File: src/nmp_div.sv
// ----------------------------------------------------------------------------
// nmp_div
// iterative restoring divider, one dividend bit per cycle from a chosen msb
// ----------------------------------------------------------------------------
module nmp_div #(
	parameter int NUM_BITS = 35,
	parameter int DEN_BITS = 17
) (
	input  logic                        clk,
	input  logic                        arst_n,
	input  logic                        start,
	input  logic [NUM_BITS-1:0]         num,
	input  logic [$clog2(NUM_BITS)-1:0] msb,
	input  logic [DEN_BITS-1:0]         den,
	output logic                        done,
	output logic [NUM_BITS-1:0]         quot,
	output logic [DEN_BITS-1:0]         rem
);

	localparam int CW = $clog2(NUM_BITS);

	logic                active_q;
	logic                done_q;
	logic [NUM_BITS-1:0] num_q;
	logic [DEN_BITS-1:0] den_q;
	logic [CW-1:0]       cnt_q;
	logic [DEN_BITS-1:0] rem_q;
	logic [NUM_BITS-1:0] quot_q;

	logic [DEN_BITS:0]   trial;
	logic [DEN_BITS:0]   diff;
	logic                ge;
	logic [DEN_BITS-1:0] rem_nx;

	assign trial  = {rem_q, num_q[cnt_q]};
	assign diff   = trial - {1'b0, den_q};
	assign ge     = trial >= {1'b0, den_q};
	assign rem_nx = ge ? diff[DEN_BITS-1:0] : trial[DEN_BITS-1:0];

	always_ff @(posedge clk or negedge arst_n) begin
		if (!arst_n) begin
			active_q <= 1'b0;
			done_q   <= 1'b0;
		end else begin
			done_q <= active_q && (cnt_q == '0) && !start;
			if (start) begin
				active_q <= 1'b1;
			end else if (active_q && (cnt_q == '0)) begin
				active_q <= 1'b0;
			end
		end
	end

	always_ff @(posedge clk) begin
		if (start) begin
			num_q  <= num;
			den_q  <= den;
			cnt_q  <= msb;
			rem_q  <= '0;
			quot_q <= '0;
		end else if (active_q) begin
			rem_q  <= rem_nx;
			quot_q <= {quot_q[NUM_BITS-2:0], ge};
			cnt_q  <= cnt_q - CW'(1);
		end
	end

	assign done = done_q;
	assign quot = quot_q;
	assign rem  = rem_q;

endmodule
File: config.mk
export PLATFORM = sky130hd
export DESIGN_NAME = nmp_div
export DESIGN_NICKNAME = d
export VERILOG_FILES = /design/src/nmp_div.sv
export SDC_FILE = /design/constraint.sdc
export NUM_CORES = 1
export LEC_CHECK = 0
export BUFFER_PORTS_ARGS = -buffer_cell sky130_fd_sc_hd__buf_2
export CAP_MARGIN = 20
export CORE_MARGIN = 2
export CORE_UTILIZATION = 45
export CTS_BUF_LIST = sky130_fd_sc_hd__clkbuf_8
export DETAILED_ROUTE_END_ITERATION = 16
export PLACE_DENSITY = 0.75
export SETUP_SLACK_MARGIN = 0.2
export SKIP_CTS_REPAIR_TIMING = 1
export SKIP_LAST_GASP = 1
export SLEW_MARGIN = 20
export SYNTH_ARGS = -nofsm -noshare
export SYNTH_HDL_FRONTEND = slang
export SYNTH_SLANG_ARGS = --single-unit
File: constraint.sdc
create_clock -name clk -period 3.97 [get_ports clk]
set_input_delay 0 -clock clk [delete_from_list [all_inputs] [get_ports clk]]
set_output_delay 0 -clock clk [all_outputs]
set_load 0.01 [all_outputs]
==> results.toml, run 1 <==
[yosys]
postSynth.asyncResetShare = 0.0179
net_count_of_the_mapped_netlist = 537
synth_register_bits = 112
syn-mean-instance-area_sq_um = 11.3
yosysWarnings = 0
synth.distinct_cells = 52
number_of_synthesized_flops_with_an_enable_pin = 58
synth_area_leaders = "sky130_fd_sc_hd__edfxtp_1, sky130_fd_sc_hd__dfxtp_1, sky130_fd_sc_hd__mux2i_1, sky130_fd_sc_hd__nor2_1, sky130_fd_sc_hd__ha_1"
netlist.area_leader.share = 0.336
register_area_share_after_synthesis = 0.547
synth_cells = 457
synthFlopType = "sky130_fd_sc_hd__edfxtp_1"
synth_top_area_cell = "sky130_fd_sc_hd__edfxtp_1"
syn_area_sq_um = 5180

[timing]
setup_violations = 0
timing.final.crit_period_ps = 3840
fin_skew_ps = 11.5
max_clock_freq_ghz = 0.260
worst-slew-pin-transition_ps = 727
final.period_utilization = 0.968
maxSlewViolCount = 0
unrepaired_setup_endpoints_after_global_routing = "yes"
final-hold-violation-count = 0
relative_max_transition_margin = 0.516

[pwr]
max-vdd-ir-drop_mv = 0.211
leakagePower_nw = 3.16
cellPowerDensity_nw_per_um2 = 369

[routing]
drtIter0Drc = 188
drt.antenna.violating_nets = 0
drt-pass1-iter-count = 5
routed_wl_um = 12000
via_total_after_detailed_routing = 4022
post_drt_wl_per_cell_um = 15.2
route.detailed.drc = 0
detail_routed_via_count_per_cell = 5.10

[layout]
fillCellCount = 947
finalNetCount = 721
area.growth.synth_to_final_pct = 32.2
post_route_cells_drive_above_1_share = 0.269
insertedDiodeCount = 0
instances_no_fill = 789
final_core_utilization = 0.605

[die]
io-pin-count = 114
core.rowCount = 39
die-area_sq_um = 12400
floorplan.initialDensity = 0.458
floorplan.core_area_sq_um = 11300
die-height_um = 111
die_width_um = 111

[global_route]
antenna_found_initial = 0
wire_length_of_the_first_global_routing_pass_um = 17700
overall_global_routing_usage = 0.175
grt_remaining_overflow = 0
maximum_number_of_pins_on_one_net_before_global_route_repair = 58
grt_pass1_vias = 3680

[setup_path]
worstReg2RegStart = "cnt_q[0]"
worstSetupPathType = "reg -> reg"
worst_r2r_path_depth = 15
reg2reg_to = "rem[13]"
worst-endpoint-arrival_ps = 4120
timing.critical_path.to_type = "flop"
reg2reg_setup_slack_ps = 130
timing.critical_path.from_type = "flop"
worstPathMaxFanout = 4
worst-endpoint-required_ps = 4250

[min_path]
min_delay_worst_endpoint = "num_q[0]"
hold_path_start = "start"
hp-class = "in -> reg"
hold_depth = 1

[placed_design]
port-buffer-count = 113
dp.final_hpwl_um = 7650
gp_congestion = 0.919
placed_cells_incl_taps = 700

[outcome]
outcome = "completed"

[cts]
buffers_from_clock_root_to_sink_at_most = 2
clk_root_buffer_cell = "sky130_fd_sc_hd__clkbuf_8"
cts.sink_count = 112
cts-htree-levels = 3
cts_inserted_buffers = 9
clkTransAtPathRegs_ps = 100
cts_tree = "built"
clock_insertion_delay_worst_skew_ps = 380

[run]
drv.max_cap_violation_count = 0
[state kept, by name (all words and copies together), names as in the netlist]
register	cells
quot	35
done	1
active_q	1
num_q	35
den_q	17
cnt_q	6
rem	17
[stage by stage]
stage | hold WS, ps | worst slack, ps | setup TNS [ps] | instance area [sq um] | power (mW)
finish | 162 | 128 | 0 | 6850 | 2.53
global route | 178 | -22.3 | -42.4 | 6850 | 2.65
CTS | -627 | -68.8 | -261 | 6080 | 2.43
detailed placement | -204 | -40.0 | -116 | 5900 | 1.79
global placement | -209 | 71.4 | 0 | 5900 | 1.78
floorplan | -296 | 223 | 0 | 5180 | 1.66
[final cells by class]
type	count	area, sq um	area share
clock inverters	5	30.0	0.00439
well taps	143	179	0.0261
multi-input cells	299	2210	0.323
repair buffers	197	1360	0.198
clock buffers	11	151	0.0221
flip-flops and latches	112	2830	0.414
inverters	22	82.6	0.0121
[power by group]
part | switching [mW] | internal, mW | total (mW)
combinational | 0.267 | 0.271 | 0.538
clock | 0.389 | 0.263 | 0.653
sequential | 0.0457 | 1.29 | 1.34
total | 0.702 | 1.83 | 2.53
[worst max-delay path, cell delays in order, from the launching register on]
cell and delay, ps:
sky130_fd_sc_hd__edfxtp_1 380, sky130_fd_sc_hd__buf_6 130, sky130_fd_sc_hd__mux4_2 500, sky130_fd_sc_hd__mux4_2 510
sky130_fd_sc_hd__o221ai_4 170, sky130_fd_sc_hd__ha_2 220, sky130_fd_sc_hd__inv_2 40, sky130_fd_sc_hd__fa_2 380
sky130_fd_sc_hd__a211oi_4 280, sky130_fd_sc_hd__o211ai_1 150, sky130_fd_sc_hd__nand3_2 160, sky130_fd_sc_hd__a2111oi_4 80
sky130_fd_sc_hd__or2_4 260, sky130_fd_sc_hd__buf_4 140, sky130_fd_sc_hd__o21a_1 170, sky130_fd_sc_hd__a22o_1 180
[per-layer routing]
| layer | vias to the layer above | track usage | part of all wire |
|---|---|---|---|
| met5 | - | 0 | 0 |
| met4 | 0 | 0.0733 | 0.014 |
| met3 | 13 | 0.0323 | 0.034 |
| met2 | 91 | 0.288 | 0.52 |
| met1 | 1921 | 0.229 | 0.44 |
| li1 | 1997 | - | - |
[cells by family after synthesis]
kind of cell	share of synthesized area
simple gates	0.108
fa+ha+maj	0.0473
buf+inv	0.0391
flops	0.547
xor+xnor	0.0287
mux	0.134
compound gates	0.0959
[cells in the mapped netlist (5+ instances only)]
cell	count
sky130_fd_sc_hd__nor2_1	62
sky130_fd_sc_hd__edfxtp_1	58
sky130_fd_sc_hd__mux2i_1	53
sky130_fd_sc_hd__dfxtp_1	52
sky130_fd_sc_hd__nand2_1	35
sky130_fd_sc_hd__inv_1	22
sky130_fd_sc_hd__o21ai_0	19
sky130_fd_sc_hd__ha_1	18
sky130_fd_sc_hd__clkbuf_1	15
sky130_fd_sc_hd__xnor2_1	12
sky130_fd_sc_hd__a21oi_1	10
sky130_fd_sc_hd__a211oi_1	8
sky130_fd_sc_hd__nand3_1	7
sky130_fd_sc_hd__o21ai_1	7
sky130_fd_sc_hd__a31oi_1	5
sky130_fd_sc_hd__mux4_1	5
sky130_fd_sc_hd__nor3_1	5
sky130_fd_sc_hd__xor2_1	5
[cells in the final DEF (no fill, tap or decap), drive strengths merged, types with 3 or more instances in the layout]
cell         count
a211oi           9
a21o             4
a21oi           10
a31oi            5
buf            136
clkbuf          12
dfxtp           52
dlygate4sd3     60
edfxtp          58
ha              18
inv             26
mux2i           53
mux4             6
nand2           35
nand2b           3
nand3            8
nor2            62
nor3             5
nor4             4
o211ai           3
o21a             4
o21ai           26
xnor2           12
xor2             5
[worst max-delay path by stage]
stage / from / endpoint
floorplan: cnt_q[0] / rem[0]
global placement: cnt_q[0] / rem[3]
detailed placement: cnt_q[0] / rem[3]
CTS: cnt_q[0] / rem[3]
global route: cnt_q[0] / rem[8]
finish: cnt_q[0] / rem[13]
Note: power is estimated with default switching activity, not from simulation.
==> run 2: changes to the inputs <==
- CORE_MARGIN: 2 -> default
==> run 2 against run 1 <==
  * Worst setup slack improved by 1.5 ps
  * Global-route usage increased by 0.98 points
  * Clock skew grew 3.5 ps
  * Non-clock buffer count down 6
  * Design area down 0.75%
  * Core utilization up 1.1 points
  * Power shrank 1.3%
  * Combinational power down 3%
  * Register-to-register slack hardly changed
==> results.toml, run 2 (synthesis results as in run 1) <==
[outcome]
outcome = "completed"

[setup_path]
timing.critical_path.to_type = "flop"
worstSetupPathType = "reg -> reg"
worst_path_max_delay_cell = "sky130_fd_sc_hd__mux4_2"
timing.critical_path.mode_cell = "sky130_fd_sc_hd__mux4_2"
worstPathMaxFanout = 5
path_cells = "buf_6 > mux4_2 > mux4_2 > o221ai_4 > ha_2 > inv_2 > fa_2 > a211oi_2 > o211ai_1 > nand3_2 > a2111oi_4 > or2_4 > clkbuf_16 > a221o_1"
critPathMaxStageDelay_ps = 510
worst-endpoint-required_ps = 4240
worst-endpoint-arrival_ps = 4110
critPathBufInv = 3
path_delay_family = "multiplexers"
timing.critical_path.from_type = "flop"

[pwr]
max-vdd-ir-drop_mv = 0.365
p_sw_frac = 0.281
switching_power_mw = 0.701
internal_power_mw = 1.79
clock_power_share = 0.254
share_seq_of_total_power = 0.536
leakagePower_nw = 3.13
total_power_mw = 2.50
pwr-share-comb = 0.210
cellPowerDensity_nw_per_um2 = 367

[run]
drv.max_cap_violation_count = 0

[placed_design]
pre_cts_ws_ps = -25.6
gp_congestion = 0.876
dp.final_hpwl_um = 7450
port-buffer-count = 113

[layout]
top_library_cells_by_usage_in_the_layout_fill_and_taps_aside = "sky130_fd_sc_hd__buf_2, sky130_fd_sc_hd__nor2_1, sky130_fd_sc_hd__dlygate4sd3_1"
area_taken_by_multi_input_logic_gates_sq_um = 2180
finalNetCount = 715
final_core_utilization = 0.616
post_route_cells_drive_above_1_share = 0.259
regArea_sq_um = 2830
fillCellCount = 901
area.growth.synth_to_final_pct = 31.2
insertedDiodeCount = 0
most_common_cell_after_layout_fill_and_taps_aside = "sky130_fd_sc_hd__buf_2"

[die]
floorplan.initialDensity = 0.470
core.rowCount = 38
io-pin-count = 114
die-height_um = 109
die-area_sq_um = 11900
die_width_um = 109
floorplan.core_area_sq_um = 11000

[cts]
clk_root_buffer_cell = "sky130_fd_sc_hd__clkbuf_8"
cts_inserted_buffers = 9
cts_tree = "built"
clkTransAtPathRegs_ps = 110
buffers_from_clock_root_to_sink_at_most = 2
cts.sink_count = 112
clock_insertion_delay_worst_skew_ps = 390
cts-htree-levels = 3

[global_route]
maximum_number_of_pins_on_one_net_before_global_route_repair = 107
grt_remaining_overflow = 0
antenna_found_initial = 0
overall_global_routing_usage = 0.185
grt_pass1_vias = 3595
wire_length_of_the_first_global_routing_pass_um = 16800

[min_path]
hp-class = "in -> reg"

[routing]
drt.antenna.violating_nets = 0
post_drt_wl_per_cell_um = 15.2
via_total_after_detailed_routing = 4057
drt-pass1-iter-count = 4
detail_routed_via_count_per_cell = 5.20
drtIter0Drc = 172
routed_wl_um = 11900
route.detailed.drc = 0

[timing]
final.period_utilization = 0.967
sum_neg_setup_slack_ps = 0
worst-slew-pin-transition_ps = 943
maxSlewViolCount = 0
relative_max_transition_margin = 0.369
max_clock_freq_ghz = 0.260
final_critical_path_setup_slack_ps = 129
setup_violations = 0
fin_skew_ps = 15.0
final-hold-violation-count = 0
timing.final.crit_period_ps = 3840
unrepaired_setup_endpoints_after_global_routing = "yes"
-- run 2: final timing paths --
kind                       slack [ps]  startpoint  cells past startpoint       end
setup / recovery                  130    cnt_q[0]                     14    rem[0]
hold / removal                     80       start                      3  active_q
setup reg to reg                  130    cnt_q[0]                     14    rem[0]
hold reg to reg                   500     rem[15]                      2   rem[15]
max in group asynchronous        3350      arst_n                      3  active_q
min in group asynchronous         470      arst_n                      3      done
-- run 2: area by class of cell --
cell class	instances	share of cell area
multi-input combinational	299	0.321
timing repair buffer	191	0.198
tap	140	0.0258
sequential	112	0.417
clock inverter	7	0.00755
inverter	22	0.0122
clock buffer	9	0.0182
-- run 2: per-layer routing --
layer | GRT usage | part of all wire | vias up
met3 | 0.0682 | 0.064 | 13
met1 | 0.230 | 0.41 | 1916
met2 | 0.295 | 0.52 | 132
met4 | 0.0676 | 0.0096 | 0
li1 | - | - | 1996
met5 | 0 | 0 | -
-- run 2: power by group through the flow --
stage | clock [mW] | sequential, mW | combinational (mW)
detailed placement | 0 | 1.36 | 0.434
global placement | 0 | 1.36 | 0.425
global route | 0.702 | 1.35 | 0.577
floorplan | 0 | 1.35 | 0.311
CTS | 0.661 | 1.34 | 0.438
finish | 0.634 | 1.34 | 0.523
-- run 2: worst reg2reg max path, stage by stage, from the launching register on --
cell and delay (ps):
sky130_fd_sc_hd__edfxtp_1 410, sky130_fd_sc_hd__buf_6 150, sky130_fd_sc_hd__mux4_2 480, sky130_fd_sc_hd__mux4_2 510, sky130_fd_sc_hd__o221ai_4 170, sky130_fd_sc_hd__ha_2 220
sky130_fd_sc_hd__inv_2 40, sky130_fd_sc_hd__fa_2 340, sky130_fd_sc_hd__a211oi_2 260, sky130_fd_sc_hd__o211ai_1 150, sky130_fd_sc_hd__nand3_2 150, sky130_fd_sc_hd__a2111oi_4 90
sky130_fd_sc_hd__or2_4 290, sky130_fd_sc_hd__clkbuf_16 180, sky130_fd_sc_hd__a221o_1 290
-- run 2: metrics by stage --
stage	instances	area (sq um)	hold WS, ps
2_1_floorplan	457	5180	-296
5_1_grt	780	6800	116
6_report	780	6800	80.8
3_3_place_gp	698	5910	-214
4_1_cts	714	6090	-656
3_5_place_dp	698	5910	-212
==> run 3: changes to the inputs <==
- ABC_AREA: default -> 1
==> run 3 against run 2 <==
  * Core utilization is 1.9 points lower
  * Design area is 0.28% higher
  * Critical path depth grew 10
  * Hold slack better by 140 ps
  * Die area up 2.1%
  * Combinational power up 140%
  * Non-clock buffer count shrank 12
  * Global-route usage is 1.4 points higher
  * Critical endpoint is now rem[11]
  * First-iteration DRC count up 57%
==> results.toml, run 3 <==
[layout]
post_route_cells_drive_above_1_share = 0.198
finalNetCount = 864
instances_no_fill = 932
most_common_cell_after_layout_fill_and_taps_aside = "sky130_fd_sc_hd__nand2_1"
top_library_cells_by_usage_in_the_layout_fill_and_taps_aside = "sky130_fd_sc_hd__nand2_1, sky130_fd_sc_hd__buf_2, sky130_fd_sc_hd__inv_1"
area.growth.synth_to_final_pct = 28.8
insertedDiodeCount = 0
fillCellCount = 985

[yosys]
syn_area_sq_um = 5290
synth_register_bits = 112
syn-mean-instance-area_sq_um = 8.64
post_synth_most_frequent_cells = "sky130_fd_sc_hd__nand2_1, sky130_fd_sc_hd__inv_1, sky130_fd_sc_hd__edfxtp_1, sky130_fd_sc_hd__dfxtp_1, sky130_fd_sc_hd__nand3_1"
yosysWarnings = 0
synth_area_leaders = "sky130_fd_sc_hd__edfxtp_1, sky130_fd_sc_hd__dfxtp_1, sky130_fd_sc_hd__nand2_1, sky130_fd_sc_hd__inv_1, sky130_fd_sc_hd__nand3_1"
post-synth-top-count-cell = "sky130_fd_sc_hd__nand2_1"
netlist.area_leader.share = 0.329
register_area_share_after_synthesis = 0.535
number_of_synthesized_flops_with_an_enable_pin = 58
synthFlopType = "sky130_fd_sc_hd__edfxtp_1"
net_count_of_the_mapped_netlist = 692
synth.distinct_cells = 35
synth_top_area_cell = "sky130_fd_sc_hd__edfxtp_1"
postSynth.asyncResetShare = 0.0179
synth_cells = 612

[setup_path]
worstPathMaxFanout = 23
critPathMaxStageDelay_ps = 510
worstSetupPathType = "reg -> reg"
path_delay_family = "simple AND/OR/NAND/NOR gates"
worstReg2RegStart = "cnt_q[0]"
crit_start = "cnt_q[0]"
timing.critical_path.from_type = "flop"
reg2reg_setup_slack_ps = 630
crit_cells = 24
worst-endpoint-required_ps = 4250
path_cells = "buf_4 > nor2_1 > nor2_1 > o21ai_0 > nand3_1 > nand3_1 > nand2_1 > nand3_1 > nand2_1 > inv_1 > ha_1 > inv_1 > fa_1 > nand2_1 > nand2_1 > nand3b_4 > nand2_4 > nand2_4 > nand2_4 > nand2_4 > nand2_4 > or2_2 > nand3_1 > nand2_1"
worst-endpoint-arrival_ps = 3620
worst_r2r_path_depth = 24
critPathBufInv = 3
timing.critical_path.to_type = "flop"
reg2reg_to = "rem[11]"
worst_path_max_delay_cell = "sky130_fd_sc_hd__edfxtp_1"

[routing]
drt-pass1-iter-count = 5
detail_routed_via_count_per_cell = 5.01
drt.antenna.violating_nets = 0
routed_wl_um = 12800
drtIter0Drc = 270
route.detailed.drc = 0
post_drt_wl_per_cell_um = 13.8
via_total_after_detailed_routing = 4665

[min_path]
hold_depth = 1
min_delay_worst_endpoint = "num_q[21]"
hp-class = "in -> reg"
hold_path_start = "start"

[global_route]
maximum_number_of_pins_on_one_net_before_global_route_repair = 37
grt_remaining_overflow = 0
overall_global_routing_usage = 0.199
grt_pass1_vias = 4133
antenna_found_initial = 0
wire_length_of_the_first_global_routing_pass_um = 19400

[pwr]
leakagePower_nw = 3.23
cellPowerDensity_nw_per_um2 = 513
max-vdd-ir-drop_mv = 0.316

[timing]
final-hold-violation-count = 0
worst-slew-pin-transition_ps = 783
unrepaired_setup_endpoints_after_global_routing = "no"
max_clock_freq_ghz = 0.299
sum_neg_setup_slack_ps = 0
final.period_utilization = 0.841
setup_violations = 0
relative_max_transition_margin = 0.478
fin_skew_ps = 18.3
maxSlewViolCount = 0
timing.final.crit_period_ps = 3340

[placed_design]
gp_congestion = 0.870
placed_cells_incl_taps = 856
dp.final_hpwl_um = 8670
port-buffer-count = 113

[die]
die-height_um = 110
die_width_um = 110
core.rowCount = 39
io-pin-count = 114
die-area_sq_um = 12200
floorplan.core_area_sq_um = 11400
floorplan.initialDensity = 0.463

[cts]
cts-htree-levels = 3
cts_tree = "built"
clock_insertion_delay_worst_skew_ps = 400
clk_root_buffer_cell = "sky130_fd_sc_hd__clkbuf_8"
buffers_from_clock_root_to_sink_at_most = 2
clkTransAtPathRegs_ps = 120
cts_inserted_buffers = 9
cts.sink_count = 112

[run]
drv.max_cap_violation_count = 0

[outcome]
outcome = "completed"
[run 3: cell count changes in the layout (fill, tap and decap cells not counted), moves of 7 or more]
cell,previous run,this run
sky130_fd_sc_hd__inv_1,21,102
sky130_fd_sc_hd__buf_4,14,6
sky130_fd_sc_hd__mux2i_1,53,0
sky130_fd_sc_hd__nand2_1,34,149
sky130_fd_sc_hd__o22ai_1,1,34
sky130_fd_sc_hd__nand3_1,7,46
sky130_fd_sc_hd__a211oi_1,7,0
sky130_fd_sc_hd__nor2_1,62,42
[run 3: cells by family after synthesis]
| kind of cell | synth area share |
|---|---|
| compound gates | 0.0889 |
| xor+xnor | 0.0149 |
| fa+ha+maj | 0.0464 |
| buf+inv | 0.0939 |
| flops | 0.535 |
| simple gates | 0.220 |
[run 3: worst max path at each step]
stage | slack [ps] | endpoint
after CTS | 450 | rem[5]
final | 630 | rem[11]
after global placement | 640 | rem[4]
after detailed placement | 490 | rem[5]
after global routing | 320 | rem[6]
after floorplan | 1050 | rem[14]
[run 3: final cells by class]
cell class | instances | area (sq um) | area share
Timing Repair Buffer | 179 | 1210 | 0.178
Inverter | 107 | 402 | 0.0589
Clock inverter | 7 | 103 | 0.0151
Clock buffer | 9 | 124 | 0.0182
Sequential cell | 112 | 2830 | 0.416
Multi-Input combinational cell | 375 | 1960 | 0.288
Tap cell | 143 | 179 | 0.0263
[run 3: through the flow]
stage                     hold WS, ps  area [sq um]   util  worst slack, ps  total power [mW]
final                             218          6820  0.597              630              3.50
after CTS                        -647          6210  0.544              454              3.47
after detailed placement         -203          5980  0.524              489              2.70
after global placement           -204          5980  0.524              641              2.67
after floorplan                  -296          5290      -             1050              2.40
after global routing              220          6820  0.597              317              3.75
[run 3: report_power, final]
part           switching (mW)  internal, mW
Combinational           0.761         0.513
Sequential              0.103          1.35
Clock                   0.407         0.362
[run 3: layer usage]
metal	routed length (um)	up-vias	GRT usage
li1	-	2332	-
met1	5280	2179	0.231
met2	6660	131	0.350
met3	639	23	0.0576
met4	258	0	0.0631
met5	0	-	0
[run 3: worst register-to-register path: cells and delay by family, from the launching register on]
family,cells,cell delay (ps)
AND/OR/NAND/NOR,18,1760
buffers and inverters,3,370
AO/OA/AOI/OAI,1,80
flip-flops,1,510
adder cells (fa/ha/maj),2,530
